--- src/design/emg_td_pkg.sv ---
// Shared types and constants for the EMG time-domain feature extractor.
`default_nettype none
package emg_td_pkg;

    localparam int CHANNELS  = 8;
    localparam int SAMPLE_W  = 16;
    localparam int DIFF_W    = SAMPLE_W + 1;
    localparam int MAG_W     = SAMPLE_W + 1;
    localparam int LABEL_W   = 8;
    localparam int WIDTH_W   = 12;
    localparam int CHAN_W    = 3;
    localparam int ABS_W     = 27;
    localparam int COUNT_W   = 12;
    localparam int LEN_ACC_W = 29;
    localparam int LEN_OUT_W = 28;
    localparam int ADDR_W    = 3;
    localparam int DATA_W    = 32;

    localparam logic [WIDTH_W-1:0] WINDOW_WIDTH_RESET = 12'd200;

    // Register index, taken from the word-address bit of paddr.
    localparam logic REG_WINDOW_WIDTH = 1'b0;

    // Per-step control shared by all lanes.
    typedef struct packed {
        logic accept;
        logic has_prev;
        logic has_prev_diff;
        logic close;
    } lane_ctrl_t;

    // Window features of one channel.
    typedef struct packed {
        logic [ABS_W-1:0]     abs_sum;
        logic [COUNT_W-1:0]   same_sign_count;
        logic [LEN_OUT_W-1:0] wave_length;
        logic [COUNT_W-1:0]   same_slope_count;
    } feat_t;

endpackage
`default_nettype wire

--- src/design/emg_td_lane.sv ---
// One channel lane: neighbor tests and the four running window sums.
`default_nettype none
module emg_td_lane (
    input  wire logic                                  clk,
    input  wire logic                                  rst_n,
    input  wire emg_td_pkg::lane_ctrl_t                ctrl,
    input  wire logic signed [emg_td_pkg::SAMPLE_W-1:0] sample,
    output emg_td_pkg::feat_t                          result
);
    import emg_td_pkg::*;

    logic signed [SAMPLE_W-1:0] prev_sample_reg;
    logic signed [DIFF_W-1:0]   prev_diff_reg;
    logic [ABS_W-1:0]           abs_reg;
    logic [COUNT_W-1:0]         sign_reg;
    logic [LEN_ACC_W-1:0]       len_reg;
    logic [COUNT_W-1:0]         slope_reg;

    logic [DIFF_W-1:0]    x_ext;
    logic [DIFF_W-1:0]    x_neg;
    logic [MAG_W-1:0]     mag_x;
    logic signed [DIFF_W-1:0] diff;
    logic [DIFF_W-1:0]    diff_neg;
    logic [MAG_W-1:0]     mag_d;
    logic                 sign_hit;
    logic                 slope_hit;
    logic [ABS_W-1:0]     abs_next;
    logic [COUNT_W-1:0]   sign_next;
    logic [LEN_ACC_W-1:0] len_next;
    logic [COUNT_W-1:0]   slope_next;

    always_comb
    begin
        x_ext    = {sample[SAMPLE_W-1], sample};
        x_neg    = -x_ext;
        mag_x    = sample[SAMPLE_W-1] ? x_neg[MAG_W-1:0] : x_ext[MAG_W-1:0];
        diff     = $signed(x_ext) - $signed({prev_sample_reg[SAMPLE_W-1], prev_sample_reg});
        diff_neg = -diff;
        mag_d    = diff[DIFF_W-1] ? diff_neg[MAG_W-1:0] : diff[MAG_W-1:0];

        // A product is positive when both factors are nonzero and share a sign.
        sign_hit  = ctrl.has_prev && (sample != '0) && (prev_sample_reg != '0)
                    && (sample[SAMPLE_W-1] == prev_sample_reg[SAMPLE_W-1]);
        slope_hit = ctrl.has_prev_diff && (diff != '0) && (prev_diff_reg != '0)
                    && (diff[DIFF_W-1] == prev_diff_reg[DIFF_W-1]);

        abs_next   = abs_reg + ABS_W'(mag_x);
        sign_next  = sign_hit ? sign_reg + 1'b1 : sign_reg;
        len_next   = ctrl.has_prev ? len_reg + LEN_ACC_W'(mag_d) : len_reg;
        slope_next = slope_hit ? slope_reg + 1'b1 : slope_reg;

        result.abs_sum          = abs_next;
        result.same_sign_count  = sign_next;
        result.wave_length      = len_next[LEN_OUT_W-1:0];
        result.same_slope_count = slope_next;
    end

    always_ff @(posedge clk or negedge rst_n)
    begin
        if (!rst_n)
        begin
            prev_sample_reg <= '0;
            prev_diff_reg   <= '0;
            abs_reg         <= '0;
            sign_reg        <= '0;
            len_reg         <= '0;
            slope_reg       <= '0;
        end
        else if (ctrl.accept)
        begin
            prev_sample_reg <= sample;
            if (ctrl.has_prev)
            begin
                prev_diff_reg <= diff;
            end
            if (ctrl.close)
            begin
                abs_reg   <= '0;
                sign_reg  <= '0;
                len_reg   <= '0;
                slope_reg <= '0;
            end
            else
            begin
                abs_reg   <= abs_next;
                sign_reg  <= sign_next;
                len_reg   <= len_next;
                slope_reg <= slope_next;
            end
        end
    end

endmodule
`default_nettype wire

--- src/design/emg_td_drain.sv ---
// Merge stage: captures all lane results of a closed window and sends them out in channel order.
`default_nettype none
module emg_td_drain (
    input  wire logic                               clk,
    input  wire logic                               rst_n,
    input  wire logic                               load,
    input  wire emg_td_pkg::feat_t                  feats [emg_td_pkg::CHANNELS],
    input  wire logic [emg_td_pkg::LABEL_W-1:0]     label,
    input  wire logic                               out_stall,
    output logic                                    out_valid,
    output logic [emg_td_pkg::CHAN_W-1:0]           channel,
    output logic [emg_td_pkg::ABS_W-1:0]            abs_sum,
    output logic [emg_td_pkg::COUNT_W-1:0]          same_sign_count,
    output logic [emg_td_pkg::LEN_OUT_W-1:0]        wave_length,
    output logic [emg_td_pkg::COUNT_W-1:0]          same_slope_count,
    output logic [emg_td_pkg::LABEL_W-1:0]          window_label,
    output logic                                    last
);
    import emg_td_pkg::*;

    localparam logic [CHAN_W-1:0] LAST_CHAN = CHAN_W'(CHANNELS - 1);

    feat_t               buf_reg [CHANNELS];
    logic [LABEL_W-1:0]  label_reg;
    logic [CHAN_W-1:0]   cnt_reg;
    logic                valid_reg;
    logic                take;

    assign take = valid_reg && !out_stall;

    always_ff @(posedge clk or negedge rst_n)
    begin
        if (!rst_n)
        begin
            valid_reg <= 1'b0;
            cnt_reg   <= '0;
        end
        else if (load)
        begin
            valid_reg <= 1'b1;
            cnt_reg   <= '0;
        end
        else if (take)
        begin
            if (cnt_reg == LAST_CHAN)
            begin
                valid_reg <= 1'b0;
            end
            else
            begin
                cnt_reg <= cnt_reg + 1'b1;
            end
        end
    end

    // The head of the shift line is always the channel being offered.
    always_ff @(posedge clk)
    begin
        if (load)
        begin
            buf_reg   <= feats;
            label_reg <= label;
        end
        else if (take)
        begin
            for (int i = 0; i < CHANNELS - 1; i++)
            begin
                buf_reg[i] <= buf_reg[i+1];
            end
        end
    end

    always_comb
    begin
        out_valid        = valid_reg;
        channel          = cnt_reg;
        abs_sum          = buf_reg[0].abs_sum;
        same_sign_count  = buf_reg[0].same_sign_count;
        wave_length      = buf_reg[0].wave_length;
        same_slope_count = buf_reg[0].same_slope_count;
        window_label     = label_reg;
        last             = (cnt_reg == LAST_CHAN);
    end

endmodule
`default_nettype wire

--- src/design/emg_time_domain_features.sv ---
// Top level of the EMG time-domain feature extractor.
// The first result of a window appears in the cycle after its closing step is accepted,
// the other seven follow one per cycle while the receiver does not stall.
// Throughput: one time step per cycle while window_width is at least the channel count (8)
// and the receiver does not stall; a window closing while the previous window's results still
// drain waits for the drain, so narrower windows can stall the sample channel (width zero counts as one).
// Reset: asynchronous, active low; clears all sums, the step position and the held label.
`default_nettype none
module emg_time_domain_features (
    input  wire logic                               clk,
    input  wire logic                               rst_n,
    // Configuration port.
    input  wire logic                               psel,
    input  wire logic                               penable,
    input  wire logic                               pwrite,
    input  wire logic [emg_td_pkg::ADDR_W-1:0]      paddr,
    input  wire logic [emg_td_pkg::DATA_W-1:0]      pwdata,
    output logic [emg_td_pkg::DATA_W-1:0]           prdata,
    output logic                                    pready,
    // Sample channel.
    input  wire logic                               in_valid,
    output logic                                    in_stall,
    input  wire logic signed [emg_td_pkg::SAMPLE_W-1:0] sample_ch0,
    input  wire logic signed [emg_td_pkg::SAMPLE_W-1:0] sample_ch1,
    input  wire logic signed [emg_td_pkg::SAMPLE_W-1:0] sample_ch2,
    input  wire logic signed [emg_td_pkg::SAMPLE_W-1:0] sample_ch3,
    input  wire logic signed [emg_td_pkg::SAMPLE_W-1:0] sample_ch4,
    input  wire logic signed [emg_td_pkg::SAMPLE_W-1:0] sample_ch5,
    input  wire logic signed [emg_td_pkg::SAMPLE_W-1:0] sample_ch6,
    input  wire logic signed [emg_td_pkg::SAMPLE_W-1:0] sample_ch7,
    input  wire logic [emg_td_pkg::LABEL_W-1:0]     class_label,
    // Feature channel.
    output logic                                    out_valid,
    input  wire logic                               out_stall,
    output logic [emg_td_pkg::CHAN_W-1:0]           channel,
    output logic [emg_td_pkg::ABS_W-1:0]            abs_sum,
    output logic [emg_td_pkg::COUNT_W-1:0]          same_sign_count,
    output logic [emg_td_pkg::LEN_OUT_W-1:0]        wave_length,
    output logic [emg_td_pkg::COUNT_W-1:0]          same_slope_count,
    output logic [emg_td_pkg::LABEL_W-1:0]          window_label,
    output logic                                    last
);
    import emg_td_pkg::*;

    logic [WIDTH_W-1:0] window_width_reg;
    logic [WIDTH_W-1:0] pos_reg;
    logic [WIDTH_W-1:0] pos_next;
    logic [LABEL_W-1:0] held_label_reg;

    logic [WIDTH_W-1:0] width_eff;
    logic               close;
    logic               mid;
    logic               in_accept;
    logic               drain_free;
    logic [LABEL_W-1:0] label_now;
    lane_ctrl_t         ctrl;

    logic signed [SAMPLE_W-1:0] samples [8];
    feat_t                      feats [CHANNELS];

    // Configuration: a single register, written in the access phase of a transaction.
    assign pready = 1'b1;

    always_ff @(posedge clk or negedge rst_n)
    begin
        if (!rst_n)
        begin
            window_width_reg <= WINDOW_WIDTH_RESET;
        end
        else if (psel && penable && pwrite && pready && (paddr[2] == REG_WINDOW_WIDTH))
        begin
            window_width_reg <= pwdata[WIDTH_W-1:0];
        end
    end

    always_comb
    begin
        if (paddr[2] == REG_WINDOW_WIDTH)
        begin
            prdata = {{(DATA_W - WIDTH_W){1'b0}}, window_width_reg};
        end
        else
        begin
            prdata = '0;
        end
    end

    // Window tracking. A width of zero behaves as one, so every step closes a window.
    // The window closes at the first step whose position reaches width - 1, which also
    // covers a width that was lowered mid-window.
    always_comb
    begin
        width_eff = (window_width_reg == '0) ? WIDTH_W'(1) : window_width_reg;
        close     = ({1'b0, pos_reg} + 1'b1) >= {1'b0, width_eff};
        mid       = (pos_reg == (width_eff >> 1));
        label_now = mid ? class_label : held_label_reg;
        pos_next  = close ? '0 : pos_reg + 1'b1;
    end

    // A closing step needs the drain buffer; it may enter in the same cycle that the
    // last result of the previous window is taken.
    assign drain_free = !out_valid || (!out_stall && last);
    assign in_stall   = close && !drain_free;
    assign in_accept  = in_valid && !in_stall;

    always_ff @(posedge clk or negedge rst_n)
    begin
        if (!rst_n)
        begin
            pos_reg        <= '0;
            held_label_reg <= '0;
        end
        else if (in_accept)
        begin
            pos_reg <= pos_next;
            if (mid)
            begin
                held_label_reg <= class_label;
            end
        end
    end

    always_comb
    begin
        ctrl.accept        = in_accept;
        ctrl.has_prev      = (pos_reg != '0);
        ctrl.has_prev_diff = (pos_reg > WIDTH_W'(1));
        ctrl.close         = close;
    end

    assign samples[0] = sample_ch0;
    assign samples[1] = sample_ch1;
    assign samples[2] = sample_ch2;
    assign samples[3] = sample_ch3;
    assign samples[4] = sample_ch4;
    assign samples[5] = sample_ch5;
    assign samples[6] = sample_ch6;
    assign samples[7] = sample_ch7;

    // One lane per channel, all updated by the same accepted step.
    for (genvar c = 0; c < CHANNELS; c++)
    begin : g_lane
        emg_td_lane u_lane (
            .clk    (clk),
            .rst_n  (rst_n),
            .ctrl   (ctrl),
            .sample (samples[c]),
            .result (feats[c])
        );
    end

    // The lane results of the closing step, including that step, go to the drain.
    emg_td_drain u_drain (
        .clk              (clk),
        .rst_n            (rst_n),
        .load             (in_accept && close),
        .feats            (feats),
        .label            (label_now),
        .out_stall        (out_stall),
        .out_valid        (out_valid),
        .channel          (channel),
        .abs_sum          (abs_sum),
        .same_sign_count  (same_sign_count),
        .wave_length      (wave_length),
        .same_slope_count (same_slope_count),
        .window_label     (window_label),
        .last             (last)
    );

endmodule
`default_nettype wire

--- config.mk ---
export PLATFORM = sky130hd
export DESIGN_NAME = emg_time_domain_features
export DESIGN_NICKNAME = d
export VERILOG_FILES = /design/src/design/emg_td_pkg.sv /design/src/design/emg_td_lane.sv /design/src/design/emg_td_drain.sv /design/src/design/emg_time_domain_features.sv
export SDC_FILE = /design/constraint.sdc
export NUM_CORES = 2
export LEC_CHECK = 0
export BUFFER_PORTS_ARGS = -buffer_cell sky130_fd_sc_hd__buf_4
export CAP_MARGIN = 20
export CORE_ASPECT_RATIO = 0.75
export CORE_UTILIZATION = 60
export CTS_CLUSTER_SIZE = 24
export DETAILED_ROUTE_END_ITERATION = 16
export GPL_TIMING_DRIVEN = 0
export PLACE_DENSITY = 0.77
export SYNTH_ARGS = -nofsm -noshare
export SYNTH_HDL_FRONTEND = slang
export SYNTH_SLANG_ARGS = --single-unit
--- constraint.sdc ---
create_clock -name clk -period 19.3 [get_ports clk]
set_input_delay 1.93 -clock clk [delete_from_list [all_inputs] [get_ports clk]]
set_output_delay 1.93 -clock clk [all_outputs]
set_load 0.05 [all_outputs]
==> out/results.ini <==
[outcome]
outcome = finished, final reports clean

[cells_and_area]
final_cell_mix = nand2_1, o21ai_0, dfrtp_1, edfxtp_1, xnor2_1
fin_cells = 13177
fin_area_mm2 = 0.1074
largest_reg_flops = 553
fin_nets = 11569
final_common_cell = nand2_1
drive_gt1_frac = 0.08905
areaGrowthSynthToFinish_pct = 12.53
fill_cells = 12540

[clocking]
clkSinkCount = 1572
ctsResizeCount = 0
cts_hold_buf = 0
htree_levels = 4
root_buffer = clkbuf_16
clkLatencyLatePin_ns = 0.82
clkTransAtPathRegs_ns = 0.06
post_cts.repair.setup_buffers = 0
cts_buffers = 162
cts_tree = built
cts_buffer_depth = 3

[power]
p_per_area_mw_per_mm2 = 144.1
vdd_drop_max_mv = 0.1100
leakagePower_nw = 45.58

[sta]
max_freq_mhz = 113.5
hold_viol = 0
clock_skew_ns = 0.02667
period_minus_slack_ns = 8.811
maxSlewHeadroom = 0.1075
period_share = 0.4565
slew_violations = 0
worst_pin_slew_ns = 1.339
rsz0062_at_grt = no
holdWs_ns = 0.4688
setup_viol = 0

[route]
antenna_left = 0
drcViolationCount = 0
post_drt_wl_per_cell_um = 26.30
avgViaCountPerCell = 6.542
drtPass1Iterations = 6
via_count = 86198
routed_wl_um = 346600
dr.first_iter.drc_count = 12535

[place]
postPlaceCellArea_mm2 = 0.1016
io_buffers = 260
dp_hpwl_um = 263500
dp_cells = 12831
place_congestion = 1.013

[floorplan]
dieArea_mm2 = 0.1607
rows = 126
die_h_um = 347.4
ios = 304
die-width_um = 462.5
start_util = 0.6053
core-area_mm2 = 0.1577

[yosys]
synth_area_mm2 = 0.09543
synthCells = 10354
synth-edff-count = 640
ys_seq_area_frac = 0.4458
yosysWarnings = 0
yosys.cell_types.count = 106
async_reset_ff_frac = 0.5929
ys_ff_latch = 1572
synth_ff_type = dfrtp_1
syn_area_per_cell_um2 = 9.217

[worst_setup_path]
critPathMaxFanout = 74
end_kind = register
crit_family = buffers and inverters
slowest_stage = buf_1
crit_buf_inv = 11
critPathKind = register to register
ff2ff_path_depth = 23
startpoint_type = register
crit_arrival_ns = 9.31
crit_start = pos_reg[0]
path_cells = ha_1, nand3_1, inv_1, nand3_1, nor2_1, xor2_1, ha_1, nor2b_1, o21ai_0, o21ai_0, a311oi_2, or2_2, clkbuf_1, buf_2, buf_2, buf_2, buf_1, nand2_4, buf_16, buf_16, buf_16, buf_16, buf_16
required_ns = 19.80
cp.depth = 23
crit_path_frequent_cell = buf_16
slowest_delay_ns = 0.93
r2r-start = pos_reg[0]

[global_route]
grt_max_degree = 149
track_usage = 0.4216
overflow = 0
grt_pass1_vias = 79675
antenna_found_initial = 22
grt_pass1_wl_um = 507200

[job]
cap_violations = 0

[worst_hold_path]
min_path_cells = 2
min_from = held_label_reg[2]
hold_path.class = register to register

[layer usage]
layer	routed length, µm	track usage
met5	276	0
met1	136500	0.5783
met4	21020	0.2344
met2	142800	0.5960
met3	46030	0.1261
[synth_stat cells, types with 40 or more instances]
| library cell | n | area (µm²) |
|---|---|---|
| a21o_1 | 152 | 1141 |
| a21oi_1 | 401 | 2007 |
| a22o_1 | 244 | 2137 |
| a31oi_1 | 236 | 1476 |
| and2_1 | 52 | 325.3 |
| and3_1 | 155 | 969.7 |
| buf_2 | 78 | 390.4 |
| buf_4 | 102 | 765.7 |
| clkbuf_1 | 379 | 1423 |
| dfrtp_1 | 929 | 23250 |
| edfxtp_1 | 640 | 19220 |
| ha_1 | 466 | 5831 |
| inv_1 | 357 | 1340 |
| mux2_2 | 77 | 867.1 |
| nand2_1 | 1834 | 6884 |
| nand2b_1 | 89 | 556.8 |
| nand3_1 | 201 | 1006 |
| nand4_1 | 75 | 469.2 |
| nor2_1 | 551 | 2068 |
| nor2b_1 | 53 | 331.6 |
| nor3_1 | 147 | 735.7 |
| nor4_1 | 92 | 575.6 |
| o211ai_1 | 46 | 345.3 |
| o21a_1 | 58 | 435.4 |
| o21ai_0 | 1176 | 5886 |
| o21ai_1 | 43 | 215.2 |
| o31ai_1 | 144 | 1081 |
| or2_2 | 40 | 250.2 |
| or3_1 | 91 | 569.3 |
| xnor2_1 | 600 | 5255 |
| xor2_1 | 263 | 2303 |
[logic make-up (layout without fill, tap and decap cells)]
group / Yosys count / in the layout / synth area share
multiplexers: 104 / 104 / 0.01192
other: 2 / 55 / 0.00007870
adder cells (fa/ha/maj): 490 / 490 / 0.06613
buffers and inverters: 944 / 1602 / 0.04244
AND/OR/NAND/NOR: 3520 / 3520 / 0.1670
flip-flops: 1572 / 1572 / 0.4458
XOR/XNOR: 863 / 863 / 0.07921
AO/OA/AOI/OAI: 2859 / 2859 / 0.1874
[worst reg2reg max path: cells and delay by family, from the launching register on]
kind / cells / cell delay [ns]
compound gates: 3 / 1.04
xor+xnor: 1 / 0.22
fa+ha+maj: 2 / 0.63
buf+inv: 11 / 4.38
flops: 1 / 0.55
simple gates: 6 / 1.62
[layout make-up]
class	instances	area, µm²	share of cell area
multi-input combinational	7865	48960	0.4559
sequential	1572	42540	0.3962
clock buffer	219	4501	0.04191
timing repair buffer	356	3647	0.03396
buffer	587	2729	0.02541
tap	2112	2643	0.02461
inverter	357	1340	0.01248
clock inverter	83	954.7	0.008890
antenna	26	65.06	0.0006059
[per-stage QoR]
| step | worst slack (ns) | util | power, mW | TNS, ns |
|---|---|---|---|---|
| after floorplan | 2.952 | - | 9.820 | 0 |
| after global placement | -5.684 | 0.6351 | 11.83 | -3045.56 |
| after detailed placement | 10.46 | 0.6444 | 11.89 | 0 |
| after CTS | 10.86 | 0.6790 | 15.21 | 0 |
| after global routing | 10.42 | 0.6808 | 16.17 | 0 |
| final | 10.49 | 0.6811 | 15.47 | 0 |
[where the power goes]
part	switching (mW)	internal, mW	total (mW)
Clock	1.45	1.87	3.32
Combinational	4.58	2.69	7.27
Sequential	0.533	4.35	4.88
[worst paths after layout]
| kind | endpoint | slack, ns |
|---|---|---|
| setup / recovery | u_drain.buf_reg[143] | 10.49 |
| hold / removal | held_label_reg[2] | 0.47 |
| setup reg to reg | u_drain.buf_reg[143] | 10.49 |
| hold reg to reg | held_label_reg[2] | 0.47 |
| max in group asynchronous | window_width_reg[4] | 15.65 |
| min in group asynchronous | g_lane[1].u_lane.prev_sample_reg[1] | 1.00 |
Note: power is estimated with default switching activity, not from simulation.
